**config.mk**
```make
export PLATFORM = sky130hd
export DESIGN_NAME = tccw_dp
export DESIGN_NICKNAME = d
export VERILOG_FILES = /design/src/text_console_char_writer_assert.svh /design/src/tccw_pkg.sv /design/src/tccw_dp.sv
export SDC_FILE = /design/constraint.sdc
export NUM_CORES = 1
export LEC_CHECK = 0
export BUFFER_PORTS_ARGS = -buffer_cell sky130_fd_sc_hd__buf_2
export CORE_MARGIN = 4
export CORE_UTILIZATION = 56
export DETAILED_ROUTE_END_ITERATION = 10
export PLACE_DENSITY_LB_ADDON = 0.15
export SLEW_MARGIN = 25
export SYNTH_ARGS = -nofsm -noshare
export SYNTH_HDL_FRONTEND = slang
export SYNTH_SLANG_ARGS = --single-unit
```
**constraint.sdc**
```tcl
create_clock -name i_clk -period 6.54 [get_ports i_clk]
set_clock_uncertainty 0.2 [all_clocks]
set_input_delay 0 -clock i_clk [delete_from_list [all_inputs] [get_ports i_clk]]
set_output_delay 0 -clock i_clk [all_outputs]
set_load 0.005 [all_outputs]
```
**src/text_console_char_writer_assert.svh**
```systemverilog
// ----------------------------------------------------------------------------
// Text console character writer: assertion macros
// Concurrent assertion wrappers for the console blocks. Define NO_ASSERTIONS
// to compile them out.
// ----------------------------------------------------------------------------
`ifndef TEXT_CONSOLE_CHAR_WRITER_ASSERT_SVH
`define TEXT_CONSOLE_CHAR_WRITER_ASSERT_SVH
`ifndef NO_ASSERTIONS
// Same-cycle implication, disabled while reset is asserted.
`define TCCW_ASSERT_IMP(label, clk, rst_n, ante, cons) \
    label: assert property (@(posedge clk) disable iff (!(rst_n)) (ante) |-> (cons)) \
        else $error("text console assertion failed");
// Next-cycle implication, disabled while reset is asserted.
`define TCCW_ASSERT_NXT(label, clk, rst_n, ante, cons) \
    label: assert property (@(posedge clk) disable iff (!(rst_n)) (ante) |=> (cons)) \
        else $error("text console assertion failed");
`else
`define TCCW_ASSERT_IMP(label, clk, rst_n, ante, cons)
`define TCCW_ASSERT_NXT(label, clk, rst_n, ante, cons)
`endif
`endif

```
**src/tccw_pkg.sv**
```systemverilog
// ----------------------------------------------------------------------------
// Text console character writer: package
// Geometry, field widths, character codes and the control/status types shared
// by the console modules.
// ----------------------------------------------------------------------------
package tccw_pkg;

    // Screen geometry.
    localparam int COLUMNS    = 80;
    localparam int ROWS       = 25;
    localparam int CELL_COUNT = ROWS * COLUMNS;
    localparam int MOVE_COUNT = (ROWS - 1) * COLUMNS;

    // Derived widths.
    localparam int COL_W  = $clog2(COLUMNS);
    localparam int ROW_W  = $clog2(ROWS);
    localparam int POS_W  = ROW_W + COL_W;
    localparam int ADDR_W = $clog2(CELL_COUNT);
    localparam int CNT_W  = $clog2(CELL_COUNT + 1);

    // Field widths of the channels.
    localparam int ACTION_W = 2;
    localparam int CHAR_W   = 8;
    localparam int ATTR_W   = 8;
    localparam int CELL_W   = ATTR_W + CHAR_W;
    localparam int INDEX_W  = 11;
    localparam int OFFSET_W = 11;

    // Character codes and cell values.
    localparam logic [CHAR_W-1:0] CH_BS      = 8'h08;
    localparam logic [CHAR_W-1:0] CH_TAB     = 8'h09;
    localparam logic [CHAR_W-1:0] CH_LF      = 8'h0A;
    localparam logic [CHAR_W-1:0] CH_CR      = 8'h0D;
    localparam logic [CHAR_W-1:0] BLANK_CHAR = 8'h20;
    localparam int                TAB_STEP   = 8;
    localparam logic [ATTR_W-1:0] ATTR_RESET = 8'h0F;
    localparam logic [CELL_W-1:0] RESET_CELL = 16'h0F20;

    typedef enum logic [ACTION_W-1:0] {
        ACT_PUT   = 2'd0,
        ACT_CLEAR = 2'd1,
        ACT_READ  = 2'd2,
        ACT_NONE  = 2'd3
    } t_action;

    // Commands from the controller to the datapath.
    typedef struct packed {
        logic accept;     // latch the incoming item, start a cell read
        logic exec;       // update the cursor, write a printable cell
        logic cnt_clr;    // clear the sweep counter
        logic cnt_step;   // advance the sweep counter
        logic fill;       // write a blank cell at the counter address
        logic fill_init;  // fill with the reset cell value
        logic scroll;     // move one cell up a row, blank the bottom row
        logic out_load;   // load the result register
        logic out_next;   // result taken from the values being computed now
    } t_dp_cmd;

    // Status from the datapath to the controller.
    typedef struct packed {
        t_action action;
        logic    need_scroll;
        logic    fill_last;
        logic    scroll_last;
    } t_dp_stat;

endpackage

```
**src/tccw_dp.sv**
```systemverilog
// ----------------------------------------------------------------------------
// Text console character writer: datapath
// Cursor, attribute, sweep counter, cell store addressing and the result
// register.
// ----------------------------------------------------------------------------
module tccw_dp (
    input  logic                            i_clk,
    input  logic                            i_rst_n,
    input  logic                            i_cfg_we,
    input  logic [tccw_pkg::ATTR_W-1:0]     i_cfg_wdata,
    input  logic [tccw_pkg::ACTION_W-1:0]   i_action,
    input  logic [tccw_pkg::CHAR_W-1:0]     i_char_code,
    input  logic [tccw_pkg::INDEX_W-1:0]    i_cell_index,
    input  tccw_pkg::t_dp_cmd               i_cmd,
    output tccw_pkg::t_dp_stat              o_stat,
    output logic                            o_ram_we,
    output logic [tccw_pkg::ADDR_W-1:0]     o_ram_waddr,
    output logic [tccw_pkg::CELL_W-1:0]     o_ram_wdata,
    output logic                            o_ram_re,
    output logic [tccw_pkg::ADDR_W-1:0]     o_ram_raddr,
    input  logic [tccw_pkg::CELL_W-1:0]     i_ram_rdata,
    output logic [tccw_pkg::OFFSET_W-1:0]   o_cursor_offset,
    output logic [tccw_pkg::CELL_W-1:0]     o_cell_word,
    output logic                            o_scrolled
);
    import tccw_pkg::*;

    logic [ATTR_W-1:0]   r_attr;
    t_action             r_action;
    logic [CHAR_W-1:0]   r_char;
    logic                r_idx_ok;
    logic [COL_W-1:0]    r_col;
    logic [COL_W-1:0]    n_col;
    logic [ROW_W-1:0]    r_row;
    logic [ROW_W-1:0]    n_row;
    logic [CNT_W-1:0]    r_cnt;
    logic [CELL_W-1:0]   r_word;
    logic                r_scr;
    logic [OFFSET_W-1:0] r_out_offset;
    logic [CELL_W-1:0]   r_out_word;
    logic                r_out_scr;

    logic [COL_W:0]      w_col;
    logic [ROW_W:0]      w_row;
    logic                w_print;
    logic                w_need_scroll;
    logic                w_in_idx_ok;
    logic [CELL_W-1:0]   w_blank;
    logic [CELL_W-1:0]   w_exec_word;
    logic [POS_W-1:0]    w_put_pos;
    logic [POS_W-1:0]    w_out_pos;
    logic [COL_W-1:0]    w_sel_col;
    logic [ROW_W-1:0]    w_sel_row;
    logic [CNT_W:0]      w_src_pos;
    logic [CNT_W-1:0]    w_dst_pos;

    assign w_in_idx_ok = (32'(i_cell_index) < CELL_COUNT);
    assign w_blank     = {r_attr, BLANK_CHAR};
    assign w_exec_word = (r_action == ACT_READ && r_idx_ok) ? i_ram_rdata : '0;
    assign w_put_pos   = POS_W'(r_row) * POS_W'(COLUMNS) + POS_W'(r_col);

    // Cursor update for the item being executed, one bit wider to see wraps.
    always_comb begin
        w_col   = {1'b0, r_col};
        w_row   = {1'b0, r_row};
        w_print = 1'b0;
        if (r_action == ACT_PUT) begin
            priority if (r_char == CH_BS) begin
                if (r_col != '0) begin
                    w_col = w_col - (COL_W+1)'(1);
                end
            end else if (r_char == CH_TAB) begin
                w_col = (w_col + (COL_W+1)'(TAB_STEP)) & ~((COL_W+1)'(TAB_STEP - 1));
            end else if (r_char == CH_CR) begin
                w_col = '0;
            end else if (r_char == CH_LF) begin
                w_col = '0;
                w_row = w_row + (ROW_W+1)'(1);
            end else if (r_char >= BLANK_CHAR && !r_char[CHAR_W-1]) begin
                // Bytes with the top bit set are negative characters and are ignored.
                w_print = 1'b1;
                w_col   = w_col + (COL_W+1)'(1);
            end else begin
                w_col = {1'b0, r_col};
            end
            if (w_col >= (COL_W+1)'(COLUMNS)) begin
                w_col = '0;
                w_row = w_row + (ROW_W+1)'(1);
            end
        end else if (r_action == ACT_CLEAR) begin
            w_col = '0;
            w_row = '0;
        end
    end

    assign w_need_scroll = (r_action == ACT_PUT) && (w_row >= (ROW_W+1)'(ROWS));
    assign n_col = w_col[COL_W-1:0];
    assign n_row = w_need_scroll ? ROW_W'(ROWS - 1) : w_row[ROW_W-1:0];

    // Scroll sweep: read one row ahead, write the previous read one cell behind.
    assign w_src_pos = {1'b0, r_cnt} + (CNT_W+1)'(COLUMNS);
    assign w_dst_pos = r_cnt - CNT_W'(1);

    always_comb begin
        o_ram_we    = 1'b0;
        o_ram_waddr = ADDR_W'(w_put_pos);
        o_ram_wdata = {r_attr, r_char};
        o_ram_re    = 1'b0;
        o_ram_raddr = ADDR_W'(i_cell_index);
        priority if (i_cmd.fill) begin
            o_ram_we    = 1'b1;
            o_ram_waddr = ADDR_W'(r_cnt);
            o_ram_wdata = i_cmd.fill_init ? RESET_CELL : w_blank;
        end else if (i_cmd.scroll) begin
            o_ram_we    = (r_cnt != '0);
            o_ram_waddr = ADDR_W'(w_dst_pos);
            o_ram_wdata = (w_dst_pos < CNT_W'(MOVE_COUNT)) ? i_ram_rdata : w_blank;
            o_ram_re    = (r_cnt < CNT_W'(MOVE_COUNT));
            o_ram_raddr = ADDR_W'(w_src_pos);
        end else if (i_cmd.exec) begin
            o_ram_we = w_print;
        end else if (i_cmd.accept) begin
            o_ram_re = (i_action == ACT_READ) && w_in_idx_ok;
        end else begin
            o_ram_we = 1'b0;
        end
    end

    assign w_sel_col = i_cmd.out_next ? n_col : r_col;
    assign w_sel_row = i_cmd.out_next ? n_row : r_row;
    assign w_out_pos = POS_W'(w_sel_row) * POS_W'(COLUMNS) + POS_W'(w_sel_col);

    always_ff @(posedge i_clk) begin
        if (!i_rst_n) begin
            r_attr <= ATTR_RESET;
            r_col  <= '0;
            r_row  <= '0;
            r_cnt  <= '0;
        end else begin
            if (i_cfg_we) begin
                r_attr <= i_cfg_wdata;
            end
            if (i_cmd.exec) begin
                r_col <= n_col;
                r_row <= n_row;
            end
            if (i_cmd.cnt_clr) begin
                r_cnt <= '0;
            end else if (i_cmd.cnt_step) begin
                r_cnt <= r_cnt + CNT_W'(1);
            end
        end
    end

    always_ff @(posedge i_clk) begin
        if (i_cmd.accept) begin
            r_action <= t_action'(i_action);
            r_char   <= i_char_code;
            r_idx_ok <= w_in_idx_ok;
        end
        if (i_cmd.exec) begin
            r_word <= w_exec_word;
            r_scr  <= w_need_scroll;
        end
        if (i_cmd.out_load) begin
            r_out_offset <= OFFSET_W'(w_out_pos);
            r_out_word   <= i_cmd.out_next ? w_exec_word : r_word;
            r_out_scr    <= i_cmd.out_next ? w_need_scroll : r_scr;
        end
    end

    assign o_stat.action      = r_action;
    assign o_stat.need_scroll = w_need_scroll;
    assign o_stat.fill_last   = (r_cnt == CNT_W'(CELL_COUNT - 1));
    assign o_stat.scroll_last = (r_cnt == CNT_W'(CELL_COUNT));

    assign o_cursor_offset = r_out_offset;
    assign o_cell_word     = r_out_word;
    assign o_scrolled      = r_out_scr;

endmodule

```
==> out/metrics.cfg, run 1 <==
[floorplanning]
die_w_um=113
start_util_pct=58.3
dieHeight_um=113
fp.coreArea_um2=10500
rows=37
io_pins=130
dieArea_um2=12700

[global_routing]
grt.overflow.total=0
antenna_found_initial=1
grt_pass1_vias=5688
grt_max_degree=40
grt_usage_pct=30.5
grt_pass1_wl_um=30700

[layout]
final_cell_mix=buf_2, nor2_1, edfxtp_1
area_growth_pct=22.6
nNetsFinal=905
final_common_cell=buf_2
drive_above_1_share_pct=22.5
instances_no_fill=954

[logic_synthesis]
synth_ff_type=edfxtp_1
synth-seq-area-share_pct=37.6
synth_area_um2=6130
synth-seq-cells=87
yosysUniqueCellTypes=73
synth_edf_count=56
syn_inst=665
yosysWarnings=0
syn-num-nets=758
async_reset_ff_share_pct=0
avgSynthCellArea_um2=9.21

[critical_path]
rrSetupSlack_ps=690
cp_slowest_stage_delay_ps=500
start_kind=flip-flop
cp-endpoint=o_cursor_offset[10]
crit_required_ps=6480
crit_chain=nor4b_4 -> and3_1 -> nand2_1 -> o21ai_0 -> ha_1 -> nand3_1 -> o311ai_1 -> o21ai_0 -> nand4_1 -> mux2i_1 -> o21a_1 -> o32ai_1 -> ha_1 -> ha_1 -> fa_1 -> nand3b_1 -> a2111oi_0 -> a221oi_1 -> xnor2_1
critPathCaptureType=flip-flop
r2r-end=o_cursor_offset[10]
r2r_cells=19
arrival_ps=5790
crit_type=reg -> reg
regToRegStartpoint=r_char[7]
cpMostUsedCell=ha_1
cp_max_fo=12
startpoint=r_char[7]
critPathSlowestCell=and3_1

[cts]
cts.clk_slew.worst_paths_ps=90
cts-root-buf=clkbuf_8
clock_latency_ps=380
numCtsBuffers=9
cts-root-to-sink-buffers=2
cts_tree=done
htreeDepth=3
clock_sinks=87

[timing]
drv_slew=0
fin_tns_setup_ps=0
tightest_slew_ps=952
fmax_mhz=171
rsz0062_at_grt=no
setup_viol=0
fin_crit_ps=5850
slew_headroom_pct=36.3
period_share_pct=89.5
finalHoldViolations=0

[route]
viasPerCell=6.22
first_pass_iters=7
drtAntennaViolNets=0
drtIter0Drc=628
wire_per_inst_um=20.4
wl_um=19500
vias=5933
route.detailed.drc=0

[flow_run]
drv_cap=0

[pwr]
seqPwrFrac_pct=48.6
leakage_nw=3.21
pwr-share-clk_pct=32.7
pwr-share-comb_pct=18.7
vdd_ir_drop_max_uv=216
powerDensity_nw_per_um2=176
switchingPower_w=0.000373
power_switching_share_pct=28.2
p_int_w=0.000950

[place]
hpwl_um=12600
io_buffers=129
gp_congestion=0.920
dpl.cell_count=884

[outcome]
status=completed

[worst_hold_path]
hp-start=i_cmd[1]
hp-class=in -> reg

## Yosys cell counts (all sizes together) (4+ instances only)
library cell	count	area [um2]
buf	11	61.3
a22o	7	61.3
inv	29	109
o22ai	4	25.0
xnor2	24	210
nand2b	12	75.1
nand2	49	184
o22a	10	87.6
nor2	66	248
o31ai	5	37.5
xor2	11	96.3
and2	20	125
ha	32	400
mux2	23	259
nor3	17	96.4
and3	8	50.1
o21ai	26	130
or2	5	31.3
nand4	6	37.5
a21o	6	45.0
a211oi	11	87.6
nor4	4	25.0
nand3	20	105
fa	4	80.1
a32oi	6	52.6
edfxtp	56	1680
mux2i	18	180
a31oi	11	68.8
and4	4	37.5
a21oi	37	185
clkbuf	36	135
dfxtp	31	621
## stage by stage
step	worst slack [ps]	power [W]	hold slack, ps	util (%)	instance area [um2]
3_5_place_dp	806	0.000862	-21.6	64.3	6750
5_1_grt	193	0.00138	41.6	71.5	7510
6_report	689	0.00132	31.8	71.5	7510
2_1_floorplan	1330	0.000773	-111	-	6130
3_3_place_gp	996	0.000858	-19.1	64.3	6750
4_1_cts	754	0.00132	30.3	71.4	7510
## final cells by class
cell class | instances | area [um2]
timing repair buffer | 183 | 1180
fill | 775 | 3000
antenna | 1 | 2.50
inverter | 29 | 109
sequential | 87 | 2300
tap | 136 | 170
multi-input combinational | 502 | 3520
clock buffer | 9 | 124
clock inverter | 7 | 101
## kinds of logic after synthesis
logic type | Yosys count | synth area share, %
AO/OA/AOI/OAI | 160 | 18.3
adder cells (fa/ha/maj) | 36 | 7.84
AND/OR/NAND/NOR | 230 | 19.2
flip-flops | 87 | 37.6
XOR/XNOR | 35 | 5.00
buffers and inverters | 76 | 4.98
multiplexers | 41 | 7.17
## power groups by stage
stage	combinational, W	clock [W]	sequential [W]
2_1_floorplan	0.000133	0	0.000639
3_3_place_gp	0.000207	0	0.000651
3_5_place_dp	0.000210	0	0.000653
4_1_cts	0.000238	0.000440	0.000640
5_1_grt	0.000270	0.000467	0.000645
6_report	0.000248	0.000433	0.000642
## sequential cells by signal, summed over array words and instances, names as in the netlist, 2 cells and up
signal	count
r_action	2
r_cnt	11
r_attr	8
r_char	8
r_col	7
o_cell_word	16
r_row	5
r_word	16
o_cursor_offset	11
## how the worst min path moves through the flow
stage / endpoint / depth (start not counted)
2_1_floorplan: o_ram_wdata[5] / 2
3_3_place_gp: r_char[3] / 1
3_5_place_dp: r_char[5] / 1
4_1_cts: r_word[10] / 1
5_1_grt: o_cell_word[10] / 1
6_report: o_cursor_offset[1] / 1
## repair_timing
item | in CTS | in global routing
endpoints found under the hold margin | 77 | 0
setup buffers | 0 | 0
endpoints found under the setup margin | 0 | 0
resized for setup | 0 | 0
hold buffers | 53 | 0
## layer usage
metal	track usage (%)	routed length (um)
met5	0	0
met2	48.9	9220
met3	8.41	1720
met1	39.1	7810
met4	12.3	730
## worst max-delay path: cells and delay by family (launching register included)
kind	cells	cell delay [ps]
AND/OR/NAND/NOR	6	1510
multiplexers	1	100
XOR/XNOR	1	150
adder cells (fa/ha/maj)	4	1280
flip-flops	1	470
AO/OA/AOI/OAI	7	1900
Note: power is estimated with default switching activity, not from simulation.
==> inputs of run 2 (changes only) <==
--- a/config.mk
+++ b/config.mk
@@ -6,11 +6,11 @@
 export NUM_CORES = 1
 export LEC_CHECK = 0
 export BUFFER_PORTS_ARGS = -buffer_cell sky130_fd_sc_hd__buf_2
+export CORE_ASPECT_RATIO = 1.2
 export CORE_MARGIN = 4
 export CORE_UTILIZATION = 56
 export DETAILED_ROUTE_END_ITERATION = 10
 export PLACE_DENSITY_LB_ADDON = 0.15
-export SLEW_MARGIN = 25
 export SYNTH_ARGS = -nofsm -noshare
 export SYNTH_HDL_FRONTEND = slang
 export SYNTH_SLANG_ARGS = --single-unit
==> out/metrics.cfg, run 2 (synthesized netlist as in run 1, its figures left out) <==
[cts]
cts-root-to-sink-buffers=2
cts.clk_slew.worst_paths_ps=70
clock_latency_ps=350
cts_resized=0
numCtsBuffers=9
cts-root-buf=clkbuf_16
clock_sinks=87
post-cts-setup-buffers=0
cts_tree=done
htreeDepth=3

[route]
route.met2.wl_um=8780
vias=5713
wl_um=17600
first_pass_iters=5
wire_per_inst_um=18.6
wl_met3_um=1060
route.detailed.drc=0
routed.top_layer=met4
viasPerCell=6.05
drtIter0Drc=331
drtAntennaViolNets=0
met1Wirelength_um=7240

[critical_path]
r2r-end=o_cursor_offset[10]
regToRegStartpoint=r_char[7]
rrSetupSlack_ps=700
cpMostUsedCell=ha_1
critPathCaptureType=flip-flop
start_kind=flip-flop
path_delay_family=compound AO/OA/AOI/OAI gates
crit_buf_inv=0
cp_max_fo=12
r2r_cells=19
cp_slowest_stage_delay_ps=520
crit_type=reg -> reg
crit_chain=nor4b_4 -> and3_1 -> nand2_1 -> o21ai_0 -> ha_1 -> nand3_1 -> o311ai_1 -> o21ai_0 -> nand4_1 -> mux2i_1 -> o21a_1 -> o32ai_1 -> ha_1 -> ha_1 -> fa_1 -> nand3b_1 -> a2111oi_0 -> a221oi_1 -> xnor2_1
critPathSlowestCell=o311ai_1
arrival_ps=5720
crit_required_ps=6420
worstSetupPathDepth=19

[floorplanning]
dieHeight_um=123
die_w_um=103
start_util_pct=57.7
rows=41
dieArea_um2=12700
io_pins=130
fp.coreArea_um2=10600

[pwr]
finalPower_w=0.00142
powerDensity_nw_per_um2=187
leakage_nw=3.24
power_switching_share_pct=27.1
pwr-share-clk_pct=37.8
pwr-share-comb_pct=17.0
switchingPower_w=0.000384
seqPwrFrac_pct=45.2
vdd_ir_drop_max_uv=117
p_int_w=0.00103

[outcome]
violations=hold timing
status=finished, violations left

[global_routing]
grt_max_degree=40
grt_usage_pct=28.8
grt_pass1_vias=5694
grt_pass1_wl_um=28500
grt.overflow.total=0
antenna_found_initial=1

[place]
gp_congestion=0.882
io_buffers=129
hpwl_um=12300

[layout]
fin_util_pct=71.3
drive_above_1_share_pct=22.7
nNetsFinal=903
final_common_cell=buf_2
area_growth_pct=23.5
final_cell_mix=buf_2, nor2_1, edfxtp_1

[timing]
rsz0062_at_grt=no
setup_viol=0
slew_headroom_pct=44.4
finalHoldViolations=1
fmax_mhz=171
fin_hold_ws_ps=-0.852
period_share_pct=89.3
drv_slew=0
fin_crit_ps=5840
fin_tns_setup_ps=0
tightest_slew_ps=833

[worst_hold_path]
hp-start=i_cmd[1]
hold_depth=1
hp-class=in -> reg
holdPathEnd=o_cell_word[13]

[flow_run]
drv_cap=0

==> run 2: cell types whose count changed in the layout (fill, tap and decap cells not counted) <==
cell,change
clkbuf_16,+9
bufinv_16,-1
clkinv_4,-1
clkbuf_8,-9
clkinvlp_2,+1
clkinv_8,+1
inv_8,-1
inv_6,+2
dlygate4sd3_1,-2
clkinv_1,-1
==> run 2: worst max-delay path by stage <==
stage / start / endpoint / slack, ps
floorplan: r_char[7] / o_cursor_offset[10] / 1330
finish: r_char[7] / o_cursor_offset[10] / 700
global route: r_char[7] / o_cursor_offset[10] / 280
CTS: r_char[7] / o_cursor_offset[10] / 720
global placement: r_char[7] / o_cursor_offset[10] / 970
detailed placement: r_char[7] / o_cursor_offset[10] / 740
==> run 2: final cells by class <==
cell class | count | area, um2
multi-input combinational | 502 | 3520
timing repair buffer | 181 | 1160
fill | 789 | 3050
clock buffer | 9 | 225
antenna | 1 | 2.50
sequential | 87 | 2300
inverter | 29 | 109
clock inverter | 7 | 86.3
tap | 129 | 161
==> run 2: power by group through the flow <==
stage | Combinational, W | Sequential (W) | Clock (W)
after floorplan | 0.000133 | 0.000639 | 0
after global placement | 0.000204 | 0.000650 | 0
after detailed placement | 0.000207 | 0.000652 | 0
after CTS | 0.000234 | 0.000640 | 0.000541
after global routing | 0.000264 | 0.000645 | 0.000568
final | 0.000241 | 0.000640 | 0.000536
==> run 2: layer usage <==
layer | GRT usage, % | vias up
li1 | - | 2733
met1 | 36.8 | 2702
met2 | 49.4 | 237
met3 | 4.15 | 41
met4 | 9.31 | 0
met5 | 0 | -
==> run 2: through the flow <==
stage,cell area (um2),setup slack [ps],cells,hold WS (ps)
detailed placement,6740,741,877,-21.1
global route,7570,276,945,34.5
global placement,6740,968,877,-20.9
floorplan,6130,1330,665,-111
finish,7570,697,945,-0.852
CTS,7570,723,944,2.01
==> run 2: what timing repair did <==
| action | 4_1_cts | 5_1_grt |
|---|---|---|
| endpoints found under the hold margin | 70 | 0 |
| hold buffers | 51 | 0 |
| setup endpoints to repair | 0 | 0 |
