==> src/text_console_char_writer_assert.svh <==
// ----------------------------------------------------------------------------
// Text console character writer: assertion macros
// Concurrent assertion wrappers for the console blocks. Define NO_ASSERTIONS
// to compile them out.
// ----------------------------------------------------------------------------
`ifndef TEXT_CONSOLE_CHAR_WRITER_ASSERT_SVH
`define TEXT_CONSOLE_CHAR_WRITER_ASSERT_SVH
`ifndef NO_ASSERTIONS
// Same-cycle implication, disabled while reset is asserted.
`define TCCW_ASSERT_IMP(label, clk, rst_n, ante, cons) \
    label: assert property (@(posedge clk) disable iff (!(rst_n)) (ante) |-> (cons)) \
        else $error("text console assertion failed");
// Next-cycle implication, disabled while reset is asserted.
`define TCCW_ASSERT_NXT(label, clk, rst_n, ante, cons) \
    label: assert property (@(posedge clk) disable iff (!(rst_n)) (ante) |=> (cons)) \
        else $error("text console assertion failed");
`else
`define TCCW_ASSERT_IMP(label, clk, rst_n, ante, cons)
`define TCCW_ASSERT_NXT(label, clk, rst_n, ante, cons)
`endif
`endif

==> src/tccw_pkg.sv <==
// ----------------------------------------------------------------------------
// Text console character writer: package
// Geometry, field widths, character codes and the control/status types shared
// by the console modules.
// ----------------------------------------------------------------------------
package tccw_pkg;

    // Screen geometry.
    localparam int COLUMNS    = 80;
    localparam int ROWS       = 25;
    localparam int CELL_COUNT = ROWS * COLUMNS;
    localparam int MOVE_COUNT = (ROWS - 1) * COLUMNS;

    // Derived widths.
    localparam int COL_W  = $clog2(COLUMNS);
    localparam int ROW_W  = $clog2(ROWS);
    localparam int POS_W  = ROW_W + COL_W;
    localparam int ADDR_W = $clog2(CELL_COUNT);
    localparam int CNT_W  = $clog2(CELL_COUNT + 1);

    // Field widths of the channels.
    localparam int ACTION_W = 2;
    localparam int CHAR_W   = 8;
    localparam int ATTR_W   = 8;
    localparam int CELL_W   = ATTR_W + CHAR_W;
    localparam int INDEX_W  = 11;
    localparam int OFFSET_W = 11;

    // Character codes and cell values.
    localparam logic [CHAR_W-1:0] CH_BS      = 8'h08;
    localparam logic [CHAR_W-1:0] CH_TAB     = 8'h09;
    localparam logic [CHAR_W-1:0] CH_LF      = 8'h0A;
    localparam logic [CHAR_W-1:0] CH_CR      = 8'h0D;
    localparam logic [CHAR_W-1:0] BLANK_CHAR = 8'h20;
    localparam int                TAB_STEP   = 8;
    localparam logic [ATTR_W-1:0] ATTR_RESET = 8'h0F;
    localparam logic [CELL_W-1:0] RESET_CELL = 16'h0F20;

    typedef enum logic [ACTION_W-1:0] {
        ACT_PUT   = 2'd0,
        ACT_CLEAR = 2'd1,
        ACT_READ  = 2'd2,
        ACT_NONE  = 2'd3
    } t_action;

    // Commands from the controller to the datapath.
    typedef struct packed {
        logic accept;     // latch the incoming item, start a cell read
        logic exec;       // update the cursor, write a printable cell
        logic cnt_clr;    // clear the sweep counter
        logic cnt_step;   // advance the sweep counter
        logic fill;       // write a blank cell at the counter address
        logic fill_init;  // fill with the reset cell value
        logic scroll;     // move one cell up a row, blank the bottom row
        logic out_load;   // load the result register
        logic out_next;   // result taken from the values being computed now
    } t_dp_cmd;

    // Status from the datapath to the controller.
    typedef struct packed {
        t_action action;
        logic    need_scroll;
        logic    fill_last;
        logic    scroll_last;
    } t_dp_stat;

endpackage

==> src/tccw_ctrl.sv <==
// ----------------------------------------------------------------------------
// Text console character writer: controller
// Sequences the reset clearing pass, item execution, screen sweeps and the
// hand-off of each result to the output register.
// ----------------------------------------------------------------------------
module tccw_ctrl (
    input  logic               i_clk,
    input  logic               i_rst_n,
    input  logic               i_in_valid,
    output logic               o_in_ready,
    output logic               o_out_valid,
    input  logic               i_out_ready,
    input  tccw_pkg::t_dp_stat i_stat,
    output tccw_pkg::t_dp_cmd  o_cmd
);
    import tccw_pkg::*;

    typedef enum logic [5:0] {
        ST_INIT   = 6'b000001,
        ST_IDLE   = 6'b000010,
        ST_EXEC   = 6'b000100,
        ST_FILL   = 6'b001000,
        ST_SCROLL = 6'b010000,
        ST_DONE   = 6'b100000
    } t_state;

    t_state r_state;
    t_state n_state;
    logic   r_out_valid;
    logic   n_out_valid;
    logic   w_out_free;

    // The result register can take a new value when empty or being drained.
    assign w_out_free = !r_out_valid || i_out_ready;

    always_comb begin
        n_state = r_state;
        o_cmd   = '0;
        unique case (r_state)
            ST_INIT: begin
                o_cmd.fill      = 1'b1;
                o_cmd.fill_init = 1'b1;
                o_cmd.cnt_step  = 1'b1;
                if (i_stat.fill_last) begin
                    o_cmd.cnt_clr = 1'b1;
                    n_state       = ST_IDLE;
                end
            end
            ST_IDLE: begin
                o_cmd.cnt_clr = 1'b1;
                if (i_in_valid) begin
                    o_cmd.accept = 1'b1;
                    n_state      = ST_EXEC;
                end
            end
            ST_EXEC: begin
                o_cmd.exec = 1'b1;
                priority if (i_stat.action == ACT_CLEAR) begin
                    n_state = ST_FILL;
                end else if (i_stat.need_scroll) begin
                    n_state = ST_SCROLL;
                end else if (w_out_free) begin
                    o_cmd.out_load = 1'b1;
                    o_cmd.out_next = 1'b1;
                    n_state        = ST_IDLE;
                end else begin
                    n_state = ST_DONE;
                end
            end
            ST_FILL: begin
                o_cmd.fill     = 1'b1;
                o_cmd.cnt_step = 1'b1;
                if (i_stat.fill_last) begin
                    n_state = ST_DONE;
                end
            end
            ST_SCROLL: begin
                o_cmd.scroll   = 1'b1;
                o_cmd.cnt_step = 1'b1;
                if (i_stat.scroll_last) begin
                    n_state = ST_DONE;
                end
            end
            ST_DONE: begin
                if (w_out_free) begin
                    o_cmd.out_load = 1'b1;
                    n_state        = ST_IDLE;
                end
            end
            default: begin
                n_state = ST_INIT;
            end
        endcase

        if (o_cmd.out_load) begin
            n_out_valid = 1'b1;
        end else if (i_out_ready) begin
            n_out_valid = 1'b0;
        end else begin
            n_out_valid = r_out_valid;
        end
    end

    always_ff @(posedge i_clk) begin
        if (!i_rst_n) begin
            r_state     <= ST_INIT;
            r_out_valid <= 1'b0;
        end else begin
            r_state     <= n_state;
            r_out_valid <= n_out_valid;
        end
    end

    assign o_in_ready  = (r_state == ST_IDLE);
    assign o_out_valid = r_out_valid;

endmodule

==> config.mk <==
export PLATFORM = sky130hd
export DESIGN_NAME = tccw_ctrl
export DESIGN_NICKNAME = d
export VERILOG_FILES = /design/src/text_console_char_writer_assert.svh /design/src/tccw_pkg.sv /design/src/tccw_ctrl.sv
export SDC_FILE = /design/constraint.sdc
export NUM_CORES = 1
export LEC_CHECK = 0
export ABC_AREA = 1
export BUFFER_PORTS_ARGS = -buffer_cell sky130_fd_sc_hd__buf_2
export CELL_PAD_IN_SITES_DETAIL_PLACEMENT = 0
export CELL_PAD_IN_SITES_GLOBAL_PLACEMENT = 1
export CORE_ASPECT_RATIO = 0.9
export CORE_MARGIN = 2
export CORE_UTILIZATION = 30
export DETAILED_ROUTE_END_ITERATION = 8
export PLACE_DENSITY = 0.8
export SYNTH_ARGS = -nofsm -noshare
export SYNTH_HDL_FRONTEND = slang
export SYNTH_SLANG_ARGS = --single-unit
==> constraint.sdc <==
create_clock -name i_clk -period 1.3 [get_ports i_clk]
set_input_delay 0.195 -clock i_clk [delete_from_list [all_inputs] [get_ports i_clk]]
set_output_delay 0.195 -clock i_clk [all_outputs]
set_load 0.01 [all_outputs]
==> out/metrics.cfg, run 1 <==
[outcome]
outcome = finished with violations
violations = setup timing

[worst_setup_path]
crit_chain = nor2_4 > and2_4 > nand2_4 > nand2_2 > inv_2 > nand2_1 > buf_2
crit_slowest_cell = dfxtp_4
reg2reg_depth = 10
timing.rr.start = r_state[4]$_SDFFE_PN0P_
rrSetupSlack_ns = -0.07
crit_family = simple AND/OR/NAND/NOR gates
critPathRequiredTime_ns = 1.11
critPathBufInv = 2
r2r-end = r_state[5]$_SDFFE_PN0P_
worstSetupPathType = register to primary output
setup.worst_path.start_class = register
crit_path_start = r_state[0]$_SDFFE_PN1P_
path_depth = 7
arrival_ns = 1.26
critPathCaptureType = primary output
slowest_delay_ns = 0.36
cp_max_fo = 4
endpoint = o_cmd[5]

[finish]
nFillCells = 163
drive_gt1_share_pct = 52.9
antenna_cells = 0
register_area_um2 = 149
finish.utilization_pct = 50.3
syn_to_final_growth_pct = 51.3
nets = 114
multiInputGateArea_um2 = 340

[drt]
initialDrtViolationCount = 4
wirelength_um = 1240
via_count = 566
via_per_inst = 4.49
ant_nets = 0
drc_errors = 0
first_pass_iters = 4
wl_per_cell_um = 9.83

[die]
core_area_um2 = 1500
start_util_pct = 33.3
rows = 13
dieArea_um2 = 2000
die_y_um = 42.7
ios = 20
chipWidth_um = 46.9

[synth]
yosysTopAreaCell = dfxtp_1
ys_types = 22
ys_top_cells_by_area = dfxtp_1 (28%), inv_1 (14%), nor2_1 (11%)
synth_seq_cells = 7
syn-mean-instance-area_um2 = 6.38
synth_area_um2 = 498
yosysWarnings = 0
synth_top_area_share_pct = 28.1
ys_seq_area_share_pct = 28.1
postSynthCellCount = 78
syn-num-nets = 87

[global_route]
grt_pass1_vias = 510
overflow = 0
grt_start_max_net_pins = 7
grt_util_all_layers_pct = 14.4
grt_pass1_wl_um = 2080
antenna_found_initial = 0

[clock_tree]
hold_buffers = 0
cts_buffers = 3
clkLatencyLatePin_ns = 0.26
root_buffer = clkbuf_4
cts.clk_slew.worst_paths_ns = 0.06
cts_tree = built
cts_sinks = 7
clk_path_buf_depth = 2
ctsHtreeMaxLevel = 1

[pwr]
pwr_density_cell_nw_per_um2 = 1450
finalPower_mw = 1.09
irDropWorstVdd_v = 0.000640
p_leak_nw = 0.414

[placement]
dp_hpwl_um = 1010
io_buffer_count = 19
post-place-ws_ns = 0.0229
gp_congestion = 0.787

[sta]
tns_ns = -0.946
drv_slew = 0
worst_slew_pin_slew_ns = 0.225
timing.hold.ws_ns = 0.169
rsz0062_at_grt = yes
slew-limit-headroom_pct = 84.8
final-setup-viol-count = 12
period_share_pct = 112
setup_ws_ns = -0.155
hold_violations = 0
max_freq_mhz = 687
period_minus_slack_ns = 1.46
final.setup_skew_ns = 0.00949

[job]
maxCapViolCount = 0

[worst_hold_path]
hp-class = input pin to register

==> cells in the mapped netlist <==
| library cell | instances |
|---|---|
| inv_1 | 18 |
| nor2_1 | 14 |
| dfxtp_1 | 7 |
| nand2_1 | 7 |
| nand3_1 | 5 |
| nand3_2 | 3 |
| and2_1 | 2 |
| inv_2 | 2 |
| nand2_2 | 2 |
| nand3b_1 | 2 |
| nor2_2 | 2 |
| o21ai_0 | 2 |
| o21ai_1 | 2 |
| o22ai_1 | 2 |
| a21oi_1 | 1 |
| buf_4 | 1 |
| nand4_1 | 1 |
| nand4_2 | 1 |
| nor2_4 | 1 |
| nor3_1 | 1 |
| o211ai_1 | 1 |
| o21ai_2 | 1 |
==> cell type report <==
class,count,share of cell area [%]
repair buffers,23,17.9
clock buffers,4,3.49
inverters,20,9.97
flip-flops and latches,7,19.8
multi-input cells,50,45.2
well taps,22,3.65
==> worst register-to-register path: cells and delay by family (launching register included) <==
family,cells,cell delay (ns)
buffers and inverters,2,0.28
AND/OR/NAND/NOR,8,0.64
flip-flops,1,0.34
==> logic make-up after synthesis <==
group / Yosys count / synth area share (%)
buf+inv: 21 / 16.6
flops: 7 / 28.1
compound gates: 9 / 10.8
simple gates: 41 / 44.5
==> what timing repair did <==
| action | CTS | global route |
|---|---|---|
| endpoints found under the setup margin | 10 | 12 |
| pin swaps | 3 | 4 |
| resized for setup | 11 | 15 |
| buffers inserted | 0 | 3 |
==> layer usage <==
| layer | GRT usage (%) | part of all wire [%] |
|---|---|---|
| met1 | 19.8 | 46 |
| met2 | 22.2 | 46 |
| met3 | 1.28 | 6.2 |
| met4 | 6.67 | 1.9 |
| met5 | 0 | 0 |
==> per-stage QoR <==
step	cell area [µm²]	cells
after floorplan	498	78
after global placement	621	119
after detailed placement	621	119
after CTS	681	123
after global routing	753	126
final	753	126
==> power breakdown <==
group | leakage [nW] | internal, mW | switching, mW
clock | 0.0150 | 0.117 | 0.0839
sequential | 0.0589 | 0.264 | 0.0485
combinational | 0.340 | 0.239 | 0.340
==> how the worst min path moves through the flow <==
stage | start | end | slack, ns | cells after the start
after floorplan | i_rst_n | r_state[0]$_SDFFE_PN1P_ | 0.29 | 1
after global placement | i_stat[1] | r_state[0]$_SDFFE_PN1P_ | 0.45 | 2
after detailed placement | i_stat[1] | r_state[0]$_SDFFE_PN1P_ | 0.45 | 2
after CTS | i_stat[1] | r_state[0]$_SDFFE_PN1P_ | 0.17 | 2
after global routing | i_stat[1] | r_state[0]$_SDFFE_PN1P_ | 0.18 | 2
final | i_stat[1] | r_state[0]$_SDFFE_PN1P_ | 0.17 | 2
==> registers in the layout, summed over array words and instances, names as in the netlist <==
signal,cells
o_out_valid,1
r_state,6
==> cell usage in the layout (no fill, tap or decap), types with 2 or more instances in the layout <==
master / Yosys / routed
buf_2: 0 / 18
inv_1: 18 / 17
nor2_1: 14 / 10
nand2_1: 7 / 5
nor2_4: 1 / 4
nand3_2: 3 / 4
dfxtp_2: 0 / 4
nand3_1: 5 / 3
inv_2: 2 / 3
nor2_2: 2 / 3
nand2_2: 2 / 3
clkbuf_4: 0 / 3
buf_4: 1 / 3
o21ai_1: 2 / 2
nand3b_1: 2 / 2
o21ai_2: 1 / 2
dfxtp_1: 7 / 2
buf_6: 0 / 2
No activity file was read; power rests on OpenSTA's default activity.
==> inputs of run 2 (changes only) <==
- CAP_MARGIN: not set -> 20
- PLACE_DENSITY: 0.8 -> not set
- PLACE_DENSITY_LB_ADDON: not set -> 0.1
==> run 2 against run 1 <==
Core utilization up 2.3 points. Final cell count up 3.2%. Power up 13%. Via count up 2.7%. Maximum frequency down 3.0%. Non-clock buffer count up 4. Clock power up 3%. The run still ends with setup timing left. Critical path depth unchanged. Global-route usage up 1.3 points. Sequential cell count unchanged. First-iteration DRC count up 50%. Combinational power up 25%.
==> out/metrics.cfg, run 2 (synthesis gave the netlist of run 1 again) <==
[pwr]
pwr_density_cell_nw_per_um2 = 1570
p_leak_nw = 0.439
irDropWorstVdd_v = 0.000677

[finish]
antenna_cells = 0
final_cell_mix = inv_1 (16), buf_2 (16), nor2_1 (13)
final_cells = 130
largest_reg_flops = 6
final_area_um2 = 788
drive_gt1_share_pct = 52.8
syn_to_final_growth_pct = 58.3
nets = 118
top_register = r_state

[sta]
final.setup_skew_ns = 0.00439
max_freq_mhz = 667
worst_slew_pin_slew_ns = 0.242
final-setup-viol-count = 12
hold_violations = 0
timing.hold.ws_ns = 0.181
rsz0062_at_grt = yes
slew-limit-headroom_pct = 83.8
period_share_pct = 115
setup_ws_ns = -0.200
tns_ns = -1.32
drv_slew = 0
period_minus_slack_ns = 1.50

[die]
start_util_pct = 33.3
core_area_um2 = 1500
chipWidth_um = 46.9
rows = 13
ios = 20
dieArea_um2 = 2000
die_y_um = 42.7

[worst_setup_path]
critPathCaptureType = primary output
arrival_ns = 1.30
setup.worst_path.start_class = register
reg2reg_depth = 8
r2r-end = r_state[5]$_SDFFE_PN0P_
rrSetupSlack_ns = -0.10
worstSetupPathType = register to primary output
timing.rr.start = r_state[2]$_SDFFE_PN0P_
critPathRequiredTime_ns = 1.11
cp_max_fo = 4
crit_path_start = r_state[2]$_SDFFE_PN0P_
endpoint = o_cmd[5]

[job]
maxCapViolCount = 0

[placement]
dp_hpwl_um = 1020
io_buffer_count = 19
placed_area_um2 = 628
gp_congestion = 0.777
dp.cells = 120

[global_route]
grt_pass1_vias = 534
antenna_found_initial = 0
grt_pass1_wl_um = 2190
grt_util_all_layers_pct = 15.7
grt_start_max_net_pins = 7
overflow = 0

[drt]
drc_errors = 0
wl_per_cell_um = 10.4
via_count = 581
initialDrtViolationCount = 6
first_pass_iters = 4
wirelength_um = 1350
ant_nets = 0
via_per_inst = 4.47

[clock_tree]
hold_buffers = 0
cts.clk_slew.worst_paths_ns = 0.06
ctsHtreeMaxLevel = 1
cts_tree = built
clkLatencyLatePin_ns = 0.26
cts_buffers = 3
cts_sinks = 7
root_buffer = clkbuf_4
clk_path_buf_depth = 2

[outcome]
outcome = finished with violations
violations = setup timing

[worst_hold_path]
hp-class = input pin to register

run 2: changes by cell type in the layout (fill, tap and decap cells not counted), moves of 2 or more:
cell,change
buf_4,+5
buf_2,-2
nor2_2,-2
nor2_1,+3
run 2: report_power, final:
group          internal (mW)  leakage [nW]  switching, mW  total [mW]
clock                  0.118        0.0150         0.0896       0.207
sequential             0.263        0.0596         0.0482       0.311
combinational          0.349         0.364          0.373       0.722
run 2: critical path, cell delays in order, from the launching register on:
cell	delay [ns]
dfxtp_4	0.36
nor2_4	0.19
and2_4	0.19
nand2_4	0.04
nand2_2	0.06
inv_2	0.03
nand2_1	0.05
buf_2	0.13
run 2: through the flow:
step / power [mW] / util, % / setup WS (ns)
global placement: 0.800 / 42.0 / 0.0248
detailed placement: 0.797 / 42.0 / 0.0367
CTS: 1.20 / 50.0 / -0.183
global route: 1.33 / 52.7 / -0.270
floorplan: 0.633 / - / 0.125
finish: 1.24 / 52.7 / -0.200
run 2: what timing repair did:
action / in CTS / in global routing
pin swaps: 4 / 7
setup buffers: 4 / 2
setup endpoints to repair: 10 / 13
resized for setup: 17 / 9
gates cloned: 0 / 0
run 2: worst min-delay path by stage:
stage / from / end / slack (ns) / cells after the start
after detailed placement: i_in_valid / r_state[2]$_SDFFE_PN0P_ / 0.46 / 3
after floorplan: i_rst_n / r_state[0]$_SDFFE_PN1P_ / 0.29 / 1
after CTS: i_in_valid / r_state[2]$_SDFFE_PN0P_ / 0.18 / 3
final: i_stat[1] / r_state[0]$_SDFFE_PN1P_ / 0.18 / 2
after global routing: i_stat[1] / r_state[0]$_SDFFE_PN1P_ / 0.19 / 2
after global placement: i_in_valid / r_state[2]$_SDFFE_PN0P_ / 0.46 / 3
run 2: final cells by class:
| type | instances | area (µm²) |
|---|---|---|
| inverters | 20 | 75.1 |
| clock buffers | 4 | 26.3 |
| flip-flops and latches | 7 | 153 |
| well taps | 22 | 27.5 |
| multi-input cells | 50 | 333 |
| fillers | 167 | 708 |
| repair buffers | 27 | 174 |
run 2: layer usage:
metal | vias up | routed length, µm | global-route usage, %
li1 | 301 | - | -
met1 | 264 | 594 | 19.0
met2 | 14 | 676 | 24.1
met3 | 2 | 54 | 6.38
met4 | 0 | 19 | 6.67
met5 | - | 0 | 0
==> inputs of run 3 (changes only) <==
- CORE_UTILIZATION: 30 -> 27
- clock period: 1.3 -> 1.2 ns (I/O delays scaled with it)
==> run 3 against run 2 <==
Non-clock buffer count up 9. Core utilization fell by 0.098 points. Combinational power up 30%. Clock-buffer cell count is the same. The run still ends with setup timing left. Worst setup slack got worse by 0.042 ns. Critical endpoint unchanged. Global-route usage down 0.58 points. Critical path depth stayed put. First-iteration DRC count is 17% higher. Cell area increased by 13%. Via count rose by 8.8%.
==> out/metrics.cfg, run 3 (synthesis gave the netlist of run 1 again) <==
[outcome]
outcome = finished with violations
violations = setup timing

[sta]
worst_slew_pin_slew_ns = 0.207
max_freq_mhz = 694
period_minus_slack_ns = 1.44
timing.hold.ws_ns = 0.182
setup_ws_ns = -0.242
final-setup-viol-count = 15
slew-limit-headroom_pct = 86.1
tns_ns = -2.32
final.setup_skew_ns = 0.000776
drv_slew = 0
rsz0062_at_grt = yes
period_share_pct = 120
hold_violations = 0

[worst_setup_path]
reg2reg_depth = 9
r2r-end = r_state[1]$_SDFFE_PN0P_
critPathRequiredTime_ns = 1.02
cp_max_fo = 4
critPathCaptureType = primary output
worstSetupPathType = register to primary output
timing.rr.start = r_state[5]$_SDFFE_PN0P_
rrSetupSlack_ns = -0.13
arrival_ns = 1.26
setup.worst_path.start_class = register

[drt]
ant_nets = 0
initialDrtViolationCount = 7
via_per_inst = 4.48
first_pass_iters = 4
drc_errors = 0
wl_per_cell_um = 10.7
via_count = 632
wirelength_um = 1510

[finish]
drive_gt1_share_pct = 60.7
final_cells = 141
nFillCells = 183
nets = 127
syn_to_final_growth_pct = 79.4
final_area_um2 = 893
largest_reg_flops = 6
antenna_cells = 0
finish.utilization_pct = 52.6
top_register = r_state
final_cell_mix = inv_1 (16), buf_2 (16), buf_4 (11)

[die]
chipWidth_um = 49.3
start_util_pct = 29.3
die_y_um = 44.7
rows = 14
core_area_um2 = 1700
ios = 20
dieArea_um2 = 2200

[worst_hold_path]
min_from = i_in_valid
hold_path_end = r_state[2]$_SDFFE_PN0P_
hp-class = input pin to register
holdPathStages = 3

[placement]
io_buffer_count = 19
dp_hpwl_um = 1090
dp.cells = 128
placed_area_um2 = 676
gp_congestion = 0.731
post-place-ws_ns = -0.0814

[global_route]
antenna_found_initial = 0
grt_pass1_wl_um = 2480
overflow = 0
grt_pass1_vias = 608
grt_util_all_layers_pct = 15.2
grt_start_max_net_pins = 7

[clock_tree]
root_buffer = clkbuf_4
cts_sinks = 7
cts_tree = built
cts.clk_slew.worst_paths_ns = 0.05
cts_buffers = 3
ctsHtreeMaxLevel = 1
clk_path_buf_depth = 2
clkLatencyLatePin_ns = 0.25

[pwr]
swShare_pct = 40.0
finalPower_mw = 1.49
p_int_mw = 0.894
pwr_density_cell_nw_per_um2 = 1670
irDropWorstVdd_v = 0.000891
p_clk_share_pct = 14.5
p_leak_nw = 0.478
p_switching_mw = 0.596
seqPwrFrac_pct = 22.3
combPwrFrac_pct = 63.2

[job]
maxCapViolCount = 0

[run 3: cell types whose count changed in the layout (fill, tap and decap cells not counted), moves of 3 or more]
cell / before / now
buf_4: 8 / 11
nor2_1: 13 / 10
nor2_2: 1 / 4
buf_6: 3 / 9
[run 3: layout make-up]
type	instances	area [µm²]	area share (%)
Clock buffer	4	26.3	2.94
Inverter	20	77.6	8.68
Multi-Input combinational cell	50	345	38.7
Sequential cell	7	150	16.8
Tap cell	24	30.0	3.36
Timing Repair Buffer	36	264	29.6
[run 3: worst max-delay path, stage by stage (launching register included)]
cell,delay [ns]
dfxtp_2,0.34
nor2_4,0.18
and2_4,0.18
nand2_2,0.05
nand2_1,0.07
inv_2,0.04
nand2_1,0.04
buf_2,0.12
[run 3: power by group through the flow]
| stage | registers [mW] | clock network (mW) | logic [mW] |
|---|---|---|---|
| 2_1_floorplan | 0.314 | 0 | 0.372 |
| 3_3_place_gp | 0.317 | 0 | 0.582 |
| 3_5_place_dp | 0.317 | 0 | 0.575 |
| 4_1_cts | 0.331 | 0.219 | 0.740 |
| 5_1_grt | 0.337 | 0.251 | 1.02 |
| 6_report | 0.331 | 0.216 | 0.942 |
[run 3: layer usage]
layer	track usage, %	wire (µm)	up-vias
li1	-	-	321
met1	16.1	624	285
met2	28.6	794	22
met3	1.99	61	4
met4	10.3	25	0
met5	0	0	-
[run 3: timing repair]
| item | 4_1_cts | 5_1_grt |
|---|---|---|
| hold buffers | 0 | 0 |
| gates resized for setup | 27 | 11 |
| endpoints found under the setup margin | 14 | 16 |
| setup buffers | 5 | 6 |
| pin swaps | 12 | 8 |
[run 3: worst max path at each step]
| stage | end | depth (start not counted) | start | slack (ns) |
|---|---|---|---|---|
| floorplan | o_cmd[1] | 4 | r_state[4]$_SDFFE_PN0P_ | 0.04 |
| global placement | r_state[5]$_SDFFE_PN0P_ | 7 | r_state[2]$_SDFFE_PN0P_ | -0.08 |
| detailed placement | r_state[5]$_SDFFE_PN0P_ | 8 | r_state[2]$_SDFFE_PN0P_ | -0.08 |
| CTS | o_cmd[5] | 7 | r_state[2]$_SDFFE_PN0P_ | -0.26 |
| global route | o_cmd[5] | 7 | r_state[0]$_SDFFE_PN1P_ | -0.34 |
| finish | o_cmd[5] | 7 | r_state[0]$_SDFFE_PN1P_ | -0.24 |
